[config.mk]
export PLATFORM = sky130hd
export DESIGN_NAME = top_three_bottom_three_index_select_flat
export DESIGN_NICKNAME = d
export VERILOG_FILES = /design/src/rtl/core/ttbt_pkg.sv /design/src/rtl/core/ttbt_channels.sv /design/src/rtl/core/ttbt_rank_list.sv /design/src/rtl/core/ttbt_sort3.sv /design/src/rtl/core/top_three_bottom_three_index_select.sv /design/src/flat_wrapper.sv
export VERILOG_INCLUDE_DIRS = /design/src /design/src/rtl/core
export SDC_FILE = /design/constraint.sdc
export NUM_CORES = 1
export LEC_CHECK = 0
export ABC_AREA = 1
export BUFFER_PORTS_ARGS = -buffer_cell sky130_fd_sc_hd__buf_2
export CAP_MARGIN = 0
export CORE_UTILIZATION = 25
export CTS_CLUSTER_SIZE = 12
export DETAILED_ROUTE_END_ITERATION = 7
export GPL_ROUTABILITY_DRIVEN = 1
export HOLD_SLACK_MARGIN = 0.08
export PLACE_DENSITY = 0.38
export SLEW_MARGIN = 20
export SYNTH_ARGS = -nofsm -noshare
export SYNTH_HDL_FRONTEND = slang
export SYNTH_SLANG_ARGS = --single-unit
[constraint.sdc]
create_clock -name clk -period 12.5 [get_ports clk]
set_clock_uncertainty 0.1 [all_clocks]
set_input_delay 3.75 -clock clk [delete_from_list [all_inputs] [get_ports clk]]
set_output_delay 3.75 -clock clk [all_outputs]
set_load 0.02 [all_outputs]
[src/rtl/core/top_three_bottom_three_index_select_defines.svh]
// assertion macros for the top-three / bottom-three index selector
// no dependencies; included by the files that carry assertions
`ifndef TOP_THREE_BOTTOM_THREE_INDEX_SELECT_DEFINES_SVH
`define TOP_THREE_BOTTOM_THREE_INDEX_SELECT_DEFINES_SVH

// same-cycle implication, disabled during reset
`define TTBT_ASSERT_IMP(label, clk, rst_n, ante, cons) \
    label: assert property (@(posedge clk) disable iff (!rst_n) (ante) |-> (cons)) \
        else $error("ttbt assertion failed");

// next-cycle implication, disabled during reset
`define TTBT_ASSERT_NXT(label, clk, rst_n, ante, cons) \
    label: assert property (@(posedge clk) disable iff (!rst_n) (ante) |=> (cons)) \
        else $error("ttbt assertion failed");

`endif

[src/rtl/core/ttbt_pkg.sv]
// shared constants, types and helpers of the top-three / bottom-three selector
// no dependencies; used by the channel interfaces and every module
package ttbt_pkg;

    localparam int MAX_ITEMS = 256;
    localparam int KEEP      = 3;
    localparam int WEAR_W    = 14;
    localparam int OUT_IDX_W = 8;
    localparam int IDX_W     = $clog2(MAX_ITEMS);
    localparam int CNT_W     = $clog2(MAX_ITEMS + 1);
    localparam int POS_W     = $clog2(KEEP + 1);

    typedef logic [WEAR_W-1:0]    wear_t;
    typedef logic [IDX_W-1:0]     idx_t;
    typedef logic [CNT_W-1:0]     cnt_t;
    typedef logic [POS_W-1:0]     pos_t;
    typedef logic [OUT_IDX_W-1:0] out_idx_t;

    // per-cycle control of one ranked list
    typedef struct packed {
        logic step;   // insert the current word
        pos_t fill;   // entries valid before the insert
    } list_ctl_t;

    // number of valid list entries for a given item count
    function automatic pos_t fill_of(cnt_t count);
        pos_t f;
        if (count >= CNT_W'(KEEP))
            f = POS_W'(KEEP);
        else
            f = POS_W'(count);
        return f;
    endfunction

endpackage

[src/rtl/core/ttbt_channels.sv]
// valid/ready channel interfaces for input words and result words
// depends on ttbt_pkg
interface ttbt_item_if;
    import ttbt_pkg::*;

    logic  valid;
    logic  ready;
    wear_t wear;
    logic  last_item;

    modport source (output valid, output wear, output last_item, input ready);
    modport sink   (input valid, input wear, input last_item, output ready);
endinterface

interface ttbt_result_if;
    import ttbt_pkg::*;

    logic     valid;
    logic     ready;
    out_idx_t high_first;
    out_idx_t high_second;
    out_idx_t high_third;
    out_idx_t low_first;
    out_idx_t low_second;
    out_idx_t low_third;
    logic     too_few;
    logic     overflowed;

    modport source (
        output valid, output high_first, output high_second, output high_third,
        output low_first, output low_second, output low_third,
        output too_few, output overflowed, input ready
    );
    modport sink (
        input valid, input high_first, input high_second, input high_third,
        input low_first, input low_second, input low_third,
        input too_few, input overflowed, output ready
    );
endinterface

[src/rtl/core/ttbt_rank_list.sv]
// three-entry ranked list with compare-and-insert, highest or lowest kept
// depends on ttbt_pkg
module ttbt_rank_list (
    input  logic                  clk,
    input  logic                  rst_n,
    input  logic                  keep_high,
    input  ttbt_pkg::list_ctl_t   ctl,
    input  ttbt_pkg::wear_t       wear,
    input  ttbt_pkg::idx_t        idx,
    output ttbt_pkg::idx_t        idx_next [ttbt_pkg::KEEP]
);
    import ttbt_pkg::*;

    wear_t val_reg  [KEEP];
    idx_t  idx_reg  [KEEP];
    wear_t val_next [KEEP];
    logic  hit      [KEEP];
    pos_t  pos;

    // first entry the new word outranks; fill when it outranks none
    always_comb
    begin
        for (int k = 0; k < KEEP; k++)
        begin
            hit[k] = (POS_W'(k) < ctl.fill) &&
                     (keep_high ? (wear >= val_reg[k]) : (wear < val_reg[k]));
        end
        pos = ctl.fill;
        for (int k = KEEP - 1; k >= 0; k--)
        begin
            if (hit[k])
                pos = POS_W'(k);
        end
    end

    // shift entries below the insert point down by one
    always_comb
    begin
        for (int j = 0; j < KEEP; j++)
        begin
            if (!ctl.step || POS_W'(j) < pos)
            begin
                val_next[j] = val_reg[j];
                idx_next[j] = idx_reg[j];
            end
            else if (POS_W'(j) == pos)
            begin
                val_next[j] = wear;
                idx_next[j] = idx;
            end
            else if (j > 0)
            begin
                val_next[j] = val_reg[j-1];
                idx_next[j] = idx_reg[j-1];
            end
            else
            begin
                val_next[j] = val_reg[j];
                idx_next[j] = idx_reg[j];
            end
        end
    end

    always_ff @(posedge clk or negedge rst_n)
    begin
        if (!rst_n)
        begin
            for (int j = 0; j < KEEP; j++)
            begin
                val_reg[j] <= '0;
                idx_reg[j] <= '0;
            end
        end
        else
        begin
            for (int j = 0; j < KEEP; j++)
            begin
                val_reg[j] <= val_next[j];
                idx_reg[j] <= idx_next[j];
            end
        end
    end

endmodule

[src/rtl/core/ttbt_sort3.sv]
// ascending sort of the valid list indices, unused fields forced to zero
// depends on ttbt_pkg
module ttbt_sort3 (
    input  ttbt_pkg::idx_t     idx  [ttbt_pkg::KEEP],
    input  ttbt_pkg::pos_t     fill,
    output ttbt_pkg::out_idx_t sorted [ttbt_pkg::KEEP]
);
    import ttbt_pkg::*;

    typedef logic [IDX_W:0] key_t;

    key_t k0, k1, k2;
    key_t a0, a1, b1, b2, c0, c1;
    key_t res [KEEP];

    // invalid entries get the top key bit so they sort to the end
    always_comb
    begin
        k0 = {!(POS_W'(0) < fill), idx[0]};
        k1 = {!(POS_W'(1) < fill), idx[1]};
        k2 = {!(POS_W'(2) < fill), idx[2]};
        // three compare-swap steps
        a0 = (k0 > k1) ? k1 : k0;
        a1 = (k0 > k1) ? k0 : k1;
        b1 = (a1 > k2) ? k2 : a1;
        b2 = (a1 > k2) ? a1 : k2;
        c0 = (a0 > b1) ? b1 : a0;
        c1 = (a0 > b1) ? a0 : b1;
        res[0] = c0;
        res[1] = c1;
        res[2] = b2;
        for (int j = 0; j < KEEP; j++)
        begin
            if (res[j][IDX_W])
                sorted[j] = '0;
            else
                sorted[j] = OUT_IDX_W'(res[j][IDX_W-1:0]);
        end
    end

endmodule

[src/rtl/core/top_three_bottom_three_index_select.sv]
// top level of the streaming top-three / bottom-three index selector
// depends on ttbt_pkg, ttbt_channels, ttbt_rank_list, ttbt_sort3 and the defines header
//
//  channel  | dir | word contents                                  | when
//  ---------+-----+------------------------------------------------+---------------------
//  item     | in  | wear, last_item                                | one per disk
//  result   | out | high/low first..third, too_few, overflowed     | one per run, on last
//
// one word per cycle sustained outside stalls: a word sits in the input register, where
// the two three-entry lists compare and insert it; on the last word the sorted
// indices land in the result register the next edge
// the only back-pressure is a last word waiting while the result register is full
// and not taken; ordinary words keep flowing while a result waits
// reset clears counts and lists; no clearing pass is needed
`include "top_three_bottom_three_index_select_defines.svh"

module top_three_bottom_three_index_select (
    input logic          clk,
    input logic          rst_n,
    ttbt_item_if.sink    item,
    ttbt_result_if.source result
);
    import ttbt_pkg::*;

    // input register
    logic  s1_valid_reg, s1_valid_next;
    wear_t s1_wear_reg;
    logic  s1_last_reg;

    // run state
    cnt_t  item_count_reg, item_count_next;
    logic  overflow_seen_reg, overflow_seen_next;

    // result register
    logic     out_valid_reg, out_valid_next;
    out_idx_t high_reg [KEEP];
    out_idx_t low_reg  [KEEP];
    logic     too_few_reg;
    logic     overflowed_reg;

    logic      go;
    logic      in_cap;
    logic      finish;
    cnt_t      count_after;
    list_ctl_t list_ctl;
    pos_t      fill_after;
    idx_t      top_idx_next [KEEP];
    idx_t      bot_idx_next [KEEP];
    out_idx_t  high_sorted  [KEEP];
    out_idx_t  low_sorted   [KEEP];

    // the input register drains unless a last word finds the result slot busy
    assign go     = s1_valid_reg && (!s1_last_reg || !out_valid_reg || result.ready);
    assign finish = go && s1_last_reg;
    assign item.ready = !s1_valid_reg || go;

    // words past capacity are dropped but still close the run
    assign in_cap      = item_count_reg < CNT_W'(MAX_ITEMS);
    assign count_after = in_cap ? item_count_reg + CNT_W'(1) : item_count_reg;
    assign fill_after  = fill_of(count_after);

    assign list_ctl.step = go && in_cap;
    assign list_ctl.fill = fill_of(item_count_reg);

    ttbt_rank_list u_top (
        .clk       (clk),
        .rst_n     (rst_n),
        .keep_high (1'b1),
        .ctl       (list_ctl),
        .wear      (s1_wear_reg),
        .idx       (item_count_reg[IDX_W-1:0]),
        .idx_next  (top_idx_next)
    );

    ttbt_rank_list u_bottom (
        .clk       (clk),
        .rst_n     (rst_n),
        .keep_high (1'b0),
        .ctl       (list_ctl),
        .wear      (s1_wear_reg),
        .idx       (item_count_reg[IDX_W-1:0]),
        .idx_next  (bot_idx_next)
    );

    ttbt_sort3 u_sort_high (
        .idx    (top_idx_next),
        .fill   (fill_after),
        .sorted (high_sorted)
    );

    ttbt_sort3 u_sort_low (
        .idx    (bot_idx_next),
        .fill   (fill_after),
        .sorted (low_sorted)
    );

    always_comb
    begin
        s1_valid_next = item.ready ? item.valid : s1_valid_reg;

        item_count_next    = item_count_reg;
        overflow_seen_next = overflow_seen_reg;
        if (finish)
        begin
            // run closes: start over from an empty list
            item_count_next    = '0;
            overflow_seen_next = 1'b0;
        end
        else if (go)
        begin
            item_count_next    = count_after;
            overflow_seen_next = overflow_seen_reg || !in_cap;
        end

        if (finish)
            out_valid_next = 1'b1;
        else if (result.ready)
            out_valid_next = 1'b0;
        else
            out_valid_next = out_valid_reg;
    end

    always_ff @(posedge clk or negedge rst_n)
    begin
        if (!rst_n)
        begin
            s1_valid_reg      <= 1'b0;
            item_count_reg    <= '0;
            overflow_seen_reg <= 1'b0;
            out_valid_reg     <= 1'b0;
        end
        else
        begin
            s1_valid_reg      <= s1_valid_next;
            item_count_reg    <= item_count_next;
            overflow_seen_reg <= overflow_seen_next;
            out_valid_reg     <= out_valid_next;
        end
    end

    // payload registers, no reset needed
    always_ff @(posedge clk)
    begin
        if (item.ready && item.valid)
        begin
            s1_wear_reg <= item.wear;
            s1_last_reg <= item.last_item;
        end
        if (finish)
        begin
            for (int j = 0; j < KEEP; j++)
            begin
                high_reg[j] <= high_sorted[j];
                low_reg[j]  <= low_sorted[j];
            end
            too_few_reg    <= count_after < CNT_W'(KEEP);
            overflowed_reg <= overflow_seen_reg || !in_cap;
        end
    end

    assign result.valid       = out_valid_reg;
    assign result.high_first  = high_reg[0];
    assign result.high_second = high_reg[1];
    assign result.high_third  = high_reg[2];
    assign result.low_first   = low_reg[0];
    assign result.low_second  = low_reg[1];
    assign result.low_third   = low_reg[2];
    assign result.too_few     = too_few_reg;
    assign result.overflowed  = overflowed_reg;

    // a closed run always leaves a result and an empty count behind
    `TTBT_ASSERT_NXT(a_finish_result, clk, rst_n, finish, out_valid_reg && item_count_reg == '0)
    // overflow can only be recorded once the count is full
    `TTBT_ASSERT_IMP(a_overflow_full, clk, rst_n, overflow_seen_reg, !in_cap)
    // input stalls only behind a last word blocked by a waiting result
    `TTBT_ASSERT_IMP(a_stall_cause, clk, rst_n, !item.ready,
        s1_valid_reg && s1_last_reg && out_valid_reg && !result.ready)
    // an ordinary word within capacity bumps the count by one
    `TTBT_ASSERT_NXT(a_count_step, clk, rst_n, go && !s1_last_reg && in_cap,
        item_count_reg == $past(item_count_reg) + CNT_W'(1))

endmodule

[src/flat_wrapper.sv]
// flat-port wrapper written by rule: the top's interface ports become plain ports
module top_three_bottom_three_index_select_flat import ttbt_pkg::*;
  (clk, rst_n, item_valid, item_wear, item_last_item, item_ready, result_valid, result_high_first, result_high_second, result_high_third, result_low_first, result_low_second, result_low_third, result_too_few, result_overflowed, result_ready);
  ttbt_item_if item_i ();
  ttbt_result_if result_i ();
  input logic clk;
  input logic rst_n;
  input wire logic [$bits(item_i.valid)-1:0] item_valid;
  input wire logic [$bits(item_i.wear)-1:0] item_wear;
  input wire logic [$bits(item_i.last_item)-1:0] item_last_item;
  output wire logic [$bits(item_i.ready)-1:0] item_ready;
  output wire logic [$bits(result_i.valid)-1:0] result_valid;
  output wire logic [$bits(result_i.high_first)-1:0] result_high_first;
  output wire logic [$bits(result_i.high_second)-1:0] result_high_second;
  output wire logic [$bits(result_i.high_third)-1:0] result_high_third;
  output wire logic [$bits(result_i.low_first)-1:0] result_low_first;
  output wire logic [$bits(result_i.low_second)-1:0] result_low_second;
  output wire logic [$bits(result_i.low_third)-1:0] result_low_third;
  output wire logic [$bits(result_i.too_few)-1:0] result_too_few;
  output wire logic [$bits(result_i.overflowed)-1:0] result_overflowed;
  input wire logic [$bits(result_i.ready)-1:0] result_ready;
  assign item_i.valid = item_valid;
  assign item_i.wear = item_wear;
  assign item_i.last_item = item_last_item;
  assign item_ready = item_i.ready;
  assign result_valid = result_i.valid;
  assign result_high_first = result_i.high_first;
  assign result_high_second = result_i.high_second;
  assign result_high_third = result_i.high_third;
  assign result_low_first = result_i.low_first;
  assign result_low_second = result_i.low_second;
  assign result_low_third = result_i.low_third;
  assign result_too_few = result_i.too_few;
  assign result_overflowed = result_i.overflowed;
  assign result_i.ready = result_ready;
  top_three_bottom_three_index_select u_core (.clk(clk), .rst_n(rst_n), .item(item_i), .result(result_i));
endmodule
Word level (Yosys, flattened, before mapping)
Memory sizes are Yosys's and may differ from the RTL's.
Index checks and enable logic that the tools add are counted.
{"block": "totals", "inputBits": 19, "wordCells": 142, "mem_bits_rw": 48, "reg_bits": 161, "output_inout_bits": 52, "mem_count": 2}
{"block": "classes", "addsub": 1, "reduce_logical": 34, "mux": 51, "bitwise_logic": 2, "n_eq_ne": 4, "magnitude_cmp": 28}
{"memory": "u_core.high_reg", "depth": 3, "word_bits": 8, "read_ports": 3, "rd_clocked_by_memory_dff": 0, "write_ports": 3, "line_no": "top_three_bottom_three_index_select.sv:36", "source": "out_idx_t high_reg [KEEP];"}
{"memory": "u_core.low_reg", "depth": 3, "word_bits": 8, "read_ports": 3, "rd_clocked_by_memory_dff": 0, "write_ports": 3, "line_no": "top_three_bottom_three_index_select.sv:37", "source": "out_idx_t low_reg [KEEP];"}
{"op": "2-to-1 mux 8 bit", "n": 18}
{"op": "2-to-1 mux 9 bit", "n": 15}
{"op": "2-to-1 mux 14 bit", "n": 4}
{"op": "> comparator 9 bit", "n": 6}
{"op": "greater-or-equal comparator 14 bit", "n": 3}
{"op": "less-than comparator 14 bit", "n": 3}
{"op": "greater-or-equal comparator 9 x 2 -> 1 bit (second input constant)", "n": 2}
{"op": "less-than comparator 1 x 2 -> 1 bit (first input constant)", "n": 8}
{"op": "2-to-1 mux 2 bit", "n": 8}
{"op": "logical AND 1 bit", "n": 10}
{"op": "logical OR 1 bit", "n": 10}
{"op": "adder 9 x 1 -> 9 bit (second input constant)", "n": 1}
{"op": "less-than comparator 9 x 2 -> 1 bit (second input constant)", "n": 1}
{"op": "less-than comparator 9 bit (second input constant)", "n": 1}
{"op": "zero test 1 bit", "n": 8}
{"op": "less-than comparator 2 bit (first input constant)", "n": 4}
{"op": "2-to-1 mux 1 bit", "n": 6}
{"op": "equality test 1 x 2 -> 1 bit (first input constant)", "n": 2}
{"op": "equality test 2 bit (first input constant)", "n": 2}
{"op": "zero test 2 bit", "n": 2}
{"op": "AND reduction 2 bit", "n": 2}
{"op": "nonzero test 2 bit", "n": 2}
{"op": "NOT 1 bit", "n": 2}

Depth between registers and ports, before layout
Gate-level depths: netlist of run 1.
{"block": "depth", "ltp_word": 17, "depth_mapped": 59, "ltp_nobuf": 55}

Hierarchy
Synthesis of run 1 repeated with hierarchy kept, for this count alone.
{"block": "hier_totals", "cells_unflattened": 2174, "hier_area_um2": 15367.2}
{"mod": "ttbt_rank_list", "n_inst": 2, "cells_per_inst": 648, "seq_area_each_um2": 1651.6, "area_each_um2": 4460.5}
{"mod": "top_three_bottom_three_index_select", "n_inst": 1, "cells_per_inst": 185, "seq_area_each_um2": 2252.2, "area_each_um2": 2767.7}
{"mod": "ttbt_sort3 at u_core.u_sort_low", "n_inst": 1, "cells_per_inst": 346, "seq_area_each_um2": 0.0, "area_each_um2": 1854.3}
{"mod": "ttbt_sort3 at u_core.u_sort_high", "n_inst": 1, "cells_per_inst": 347, "seq_area_each_um2": 0.0, "area_each_um2": 1824.2}

Least setup slack after synthesis of run 1
OpenSTA, ideal clock, no wires.
{"block": "synth_path", "path_kind": "in2reg", "startpoint": "input result_ready", "endpoint": "memory u_core.high_reg[0][14] (netlist bit) (data pin)", "n_path_buf": 4, "path_slack_ps": 2301, "t_arrival_ps": 9849, "t_required_ps": 12151, "setup_time_ps": 249, "stages": 49, "path_cell_list": "nor2_1 nand2_1 nand2_1 nor2_1 inv_1 nor2_4 nand2_2 inv_2 clkbuf_1 nand2_1 o21ai_0 inv_1 ha_1 a21oi_1 nor2_1 o21ai_0 nand2_4 nand2_4 (+13 left out) clkbuf_1 nand3_1 and2_1 ha_1 nand2_1 o21ai_0 a21oi_1 o21ai_0 nand3_1 nand3_1 nand2_1 inv_1 clkbuf_1 nand3_1 nand2_1 inv_1 nand2_1 inv_1"}
{"item": "start, declared", "line_no": "flat_wrapper.sv:21", "source": "input wire logic [$bits(result_i.ready)-1:0] result_ready;"}
{"item": "end, declared", "line_no": "top_three_bottom_three_index_select.sv:36"}

==> results of run 1 <==
placed cells by master, fill, tap and decap left out, drive strengths merged, types with 2 or more instances in the layout:
cell type	count
xor2	4
ha	130
or2	3
a21boi	7
o21a	5
nor3	12
edfxtp	65
and2	30
nor2	79
a211oi	3
clkinv	9
a31oi	5
a21oi	89
o22ai	21
nand3	144
o211ai	9
nand4	9
dfrtp	144
o21ai	225
buf	82
clkbuf	40
a21o	4
o31ai	2
nand2	378
o21bai	15
a22oi	7
inv	314
worst reg2reg max path, delay by kind of cell (launching register included):
| kind | cells | cell delay [ps] |
|---|---|---|
| buffers and inverters | 6 | 1650 |
| adder cells (fa/ha/maj) | 4 | 1200 |
| AO/OA/AOI/OAI | 8 | 1270 |
| AND/OR/NAND/NOR | 30 | 4450 |
| flip-flops | 1 | 640 |
per-layer routing:
metal	vias up	wire, µm	GRT usage, %
li1	5912	-	-
met1	5411	20400	21.0
met2	143	19000	24.8
met3	34	1370	1.96
met4	0	539	3.15
met5	-	0	0
logic make-up (layout without fill, tap and decap cells):
family | count (synthesis) | count (layout) | share of synthesized area (%)
AO/OA/AOI/OAI | 394 | 394 | 15.7
AND/OR/NAND/NOR | 656 | 656 | 21.4
adder cells (fa/ha/maj) | 130 | 130 | 11.8
flip-flops | 209 | 209 | 40.3
buffers and inverters | 370 | 446 | 10.6
XOR/XNOR | 4 | 4 | 0.254
stage by stage:
step | util (%) | cell area (µm²) | std cells | worst slack, ps | hold WS, ps
finish | 29.0 | 15700 | 2535 | 1110 | 383
global route | 29.0 | 15700 | 2535 | 338 | 418
CTS | 29.0 | 15700 | 2535 | 1170 | 390
detailed placement | 27.4 | 14800 | 2486 | 594 | 375
global placement | 27.4 | 14800 | 2486 | 267 | 370
floorplan | - | 13800 | 1763 | 2300 | 353
how the worst min path moves through the flow:
stage	end	slack, ps	cells past startpoint
4_1_cts	u_core.u_bottom.val_reg[33]$_DFFE_PN0P_	390	2
5_1_grt	u_core.u_bottom.val_reg[39]$_DFFE_PN0P_	420	2
2_1_floorplan	u_core.u_bottom.val_reg[29]$_DFFE_PN0P_	350	2
6_report	u_core.u_bottom.val_reg[33]$_DFFE_PN0P_	380	2
3_3_place_gp	u_core.u_bottom.val_reg[37]$_DFFE_PN0P_	370	2
3_5_place_dp	u_core.u_bottom.val_reg[33]$_DFFE_PN0P_	380	2
final cells by class:
type | instances | share of cell area [%]
Clock buffer | 40 | 5.01
Inverter | 315 | 7.54
Multi-Input combinational cell | 1184 | 43.2
Tap cell | 696 | 5.55
Clock inverter | 9 | 0.471
Timing Repair Buffer | 82 | 2.85
Sequential cell | 209 | 35.4
==> run summary, run 1 <==
# port buffers -> 70
Routability Congestion -> 0.837
Nets@finish -> 1968
Clock Sinks -> 209
WP buf/inv -> 9
Crit-path max cell delay -> 560 ps
Post-CTS resize count -> 0
Dpl hpwl -> 31300 µm
Rows -> 85
Launch point of the worst reg-to-reg path -> u_core.s1_wear_reg[4]$_DFFE_PP_
Clk_lat worst skew -> 560 ps
Largest net degree at the start of global routing -> 91
Hold_sp -> u_core.u_bottom.val_reg[33]$_DFFE_PN0P_
Die footprint -> 56100 µm²
Avg WL per Cell -> 16.3 µm
Final Max Slew Viols -> 0
Unique masters post-synth -> 47
Number of global-route vias before repair -> 11500
Initial antenna violation count -> 0
Total CTS buffers -> 27
Synth Register Bits -> 209
Gate count of the mapped netlist -> 1763
CP endpoint -> u_core.high_reg[0][8]$_SDFFCE_PP0P_
Via density per instance -> 4.54
Filler cells -> 5797
Post-synth EDFFs -> 65
Fmax -> 87.8 MHz
Worst Tran Pin Value -> 915 ps
Synth area leader -> dfrtp_1
First-pass GRT wire length -> 66400 µm
Overflow left after global routing -> 0
Seq/Total Area, Yosys -> 40.3%
Syn Nets -> 1912
Syn. warnings -> 0
Final WL -> 41400 µm
Register area -> 5560 µm²
Post-Route Setup TNS -> 0 ps
Worst Setup End Kind -> flip-flop
Antenna cell count -> 0
Multi-input gate area -> 6770 µm²
CTS root buf -> clkbuf_16
Routed Antenna Nets -> 0
DRC errors left -> 0
Via count -> 11500
Clock transition at path regs -> 60 ps
Run status -> complete, no violations
RSZ-0062 raised after global routing -> no
CP most frequent cell -> nand2_1
Tmin final -> 11390 ps
# setup viols final -> 0
Initial DRC count -> 701
Total track usage -> 15.1%
Initial Util -> 25.5%
I/O Pins -> 71
Most common cell in the synthesized netlist -> nand2_1
Core Area -> 54100 µm²
Worst R2R End -> u_core.high_reg[0][8]$_SDFFCE_PP0P_
Die width -> 237 µm
Area grow syn2layout -> 13.8%
Ys async rst share -> 68.9%
Max FO, Critical Path -> 20
Critical path arrival -> 11610 ps
CTS Buffer Depth -> 3
Req. time, crit path -> 12720 ps
Final worst path period share -> 91.1%
Die height -> 237 µm
Post-synth top flop -> dfrtp_1
1st-pass router iterations -> 5
Mean Syn Cell Area -> 7.82 µm²
Clock tree from TritonCTS -> yes
R2r worst-path depth -> 48
Synth top area share -> 26.1%
CP max-delay cell -> inv_1
CTS H-tree lvls -> 1
Hold Fails Final Rpt -> 0
Fraction of layout cells with a size suffix above 1 -> 10.2%
Family with the most delay on the worst path -> simple AND/OR/NAND/NOR gates
# Post-CTS Setup Buffers -> 0
Worst Setup Path Type -> in2reg
CP Launch Point -> result_ready
Top cells by count, synth -> nand2_1 (349), inv_1 (305), o21ai_0 (206)
CP Launch Type -> primary input
Synthesized area -> 13800 µm²
FF-to-FF setup slack -> 2970 ps
Hold crit path type -> reg2reg
Max-cap violations -> 0
CP Depth -> 46
CTS hold repair buffers -> 0
Top cells by area, synth -> dfrtp_1 (26%), edfxtp_1 (14%), ha_1 (12%), nand2_1 (9.5%), inv_1 (8.3%)
Rel. slew slack -> 39.0%
Power of run 1 is left out: the tool's default activity adds up to more than one toggle a clock period on the data nets, which glitch-free logic cannot reach.
==> run 2: changes to the inputs <==
==> constraint.sdc (replaced) <==
create_clock -name clk -period 12.5 [get_ports clk]
set_clock_uncertainty 0.1 [all_clocks]
set_input_delay 0.625 -clock clk [delete_from_list [all_inputs] [get_ports clk]]
set_output_delay 0.625 -clock clk [all_outputs]
set_load 0.02 [all_outputs]
==> run 2 against run 1 <==
Against the previous run:
- setup slack improved by 1200 ps
- routed wire length increased by 1.6%
- die area unchanged
- hold slack got worse by 240 ps
==> run summary, run 2 (same netlist as run 1, synthesis figures left out) <==
Run status -> complete, no violations
# Post-CTS Setup Buffers -> 0 (unchanged)
Req. time, crit path -> 12710 ps (about the same)
Post-Route Setup TNS -> 0 ps (unchanged)
WHS -> 146 ps (-237 ps)
Initial DRC count -> 743 (+6.0%)
Worst Setup Path Type -> reg2reg
Avg WL per Cell -> 16.6 µm (+1.7%)
R2r worst-path depth -> 46 (-4.2%)
1st-pass router iterations -> 5 (unchanged)
Nets@finish -> 1967 (-0.051%)
Tmin final -> 10200 ps (-1190 ps)
Final worst path period share -> 81.6% (-9.6 points)
Clk_lat worst skew -> 560 ps (about the same)
Max FO, Critical Path -> 39 (+95%)
Fraction of layout cells with a size suffix above 1 -> 10.0% (-0.21 points)
CP most frequent cell -> nand2_1
Largest net degree at the start of global routing -> 80 (-12%)
CTS H-tree lvls -> 1 (unchanged)
RSZ-0062 raised after global routing -> no
CTS root buf -> clkbuf_16
CTS hold repair buffers -> 1 (+1)
Hold crit path type -> in2reg
Initial Util -> 25.5% (unchanged)
Via density per instance -> 4.56 (+0.62%)
Final WL -> 42000 µm (+1.6%)
Clock transition at path regs -> 60 ps (about the same)
Post-CTS resize count -> 0 (unchanged)
Worst Setup End Kind -> flip-flop
Rel. slew slack -> 35.8% (-3.2 points)
# port buffers -> 70 (unchanged)
Total CTS buffers -> 27 (unchanged)
Hold Fails Final Rpt -> 0 (unchanged)
CP max-delay cell -> edfxtp_1
Overflow left after global routing -> 0 (unchanged)
Die width -> 237 µm (unchanged)
Most frequent cells in the layout -> nand2_1 (349), inv_1 (304), o21ai_0 (206), dfrtp_1 (144), nand3_1 (139)
Die footprint -> 56100 µm² (unchanged)
Total track usage -> 15.3% (+0.21 points)
Crit-path max cell delay -> 610 ps (+50 ps)
Core Area -> 54100 µm² (unchanged)
Clock Sinks -> 209 (unchanged)
Worst Tran Pin Value -> 962 ps (+46.9 ps)
Final Max Slew Viols -> 0 (unchanged)
Filler cells -> 5799 (+0.035%)
Die height -> 237 µm (unchanged)
Area grow syn2layout -> 13.7%
Rows -> 85 (unchanged)
DRC errors left -> 0 (unchanged)
Via count -> 11600 (+0.58%)
CTS Buffer Depth -> 3 (unchanged)
Antenna cell count -> 0 (unchanged)
Dpl hpwl -> 31800 µm (+1.5%)
Routability Congestion -> 0.813 (-2.9%)
I/O Pins -> 71 (unchanged)
Max-cap violations -> 0 (unchanged)
First-pass GRT wire length -> 67200 µm (+1.2%)
Fmax -> 98.1 MHz (+12%)
Critical path arrival -> 10400 ps (-1210 ps)
CP Launch Type -> flip-flop
Initial antenna violation count -> 0 (unchanged)
Most common cell after layout, fill and taps aside -> nand2_1
Min-Delay Path Depth -> 1 (-1)
Clock tree from TritonCTS -> yes
# setup viols final -> 0 (unchanged)
Number of global-route vias before repair -> 11600 (+0.30%)
Routed Antenna Nets -> 0 (unchanged)
==> run 2: layer usage <==
layer / global-route usage, % / vias up / share of wire, %
li1: - / 5912 / -
met1: 21.3 / 5469 / 49
met2: 24.9 / 146 / 46
met3: 1.87 / 40 / 3.2
met4: 3.82 / 0 / 1.6
met5: 0 / - / 0
==> run 2: cell type report <==
cell class / count / area, µm² / area share, %
multi-input combinational: 1184 / 6770 / 43.2
sequential: 209 / 5560 / 35.5
inverter: 315 / 1180 / 7.55
tap: 696 / 871 / 5.56
clock buffer: 36 / 751 / 4.79
timing repair buffer: 81 / 442 / 2.82
clock inverter: 13 / 91.3 / 0.583
==> run 2: path summary, 6_finish.rpt <==
kind | to | slack [ps] | from
setup reg to reg | u_core.low_reg[0][11]$_SDFFCE_PP0P_ | 2300 | u_core.s1_wear_reg[13]$_DFFE_PP_
min in group asynchronous | u_core.u_top.val_reg[2]$_DFFE_PN0N_ | 580 | rst_n
setup / recovery | u_core.low_reg[0][11]$_SDFFCE_PP0P_ | 2300 | u_core.s1_wear_reg[13]$_DFFE_PP_
max in group asynchronous | u_core.u_bottom.idx_reg[17]$_DFF_PN0_ | 10300 | rst_n
hold reg to reg | u_core.u_bottom.val_reg[30]$_DFFE_PN0P_ | 390 | u_core.u_bottom.val_reg[30]$_DFFE_PN0P_
hold / removal | u_core.s1_wear_reg[4]$_DFFE_PP_ | 150 | item_wear[4]
==> run 2: per-stage QoR <==
stage          utilization (%)  instances  setup WS (ps)  cell area, µm²
5_1_grt                   28.9       2534           1190           15700
3_3_place_gp              27.4       2484           2370           14800
2_1_floorplan                -       1763           5090           13800
4_1_cts                   28.9       2534           2340           15700
6_report                  28.9       2534           2300           15700
3_5_place_dp              27.4       2484           2410           14800
==> run 2: worst max-delay path, delay by kind of cell, from the launching register on <==
family	cells	cell delay, ps
AO/OA/AOI/OAI	11	1720
adder cells (fa/ha/maj)	4	1370
buffers and inverters	8	1810
flip-flops	1	610
AND/OR/NAND/NOR	23	4320
Power of run 2 is left out for the same reason.
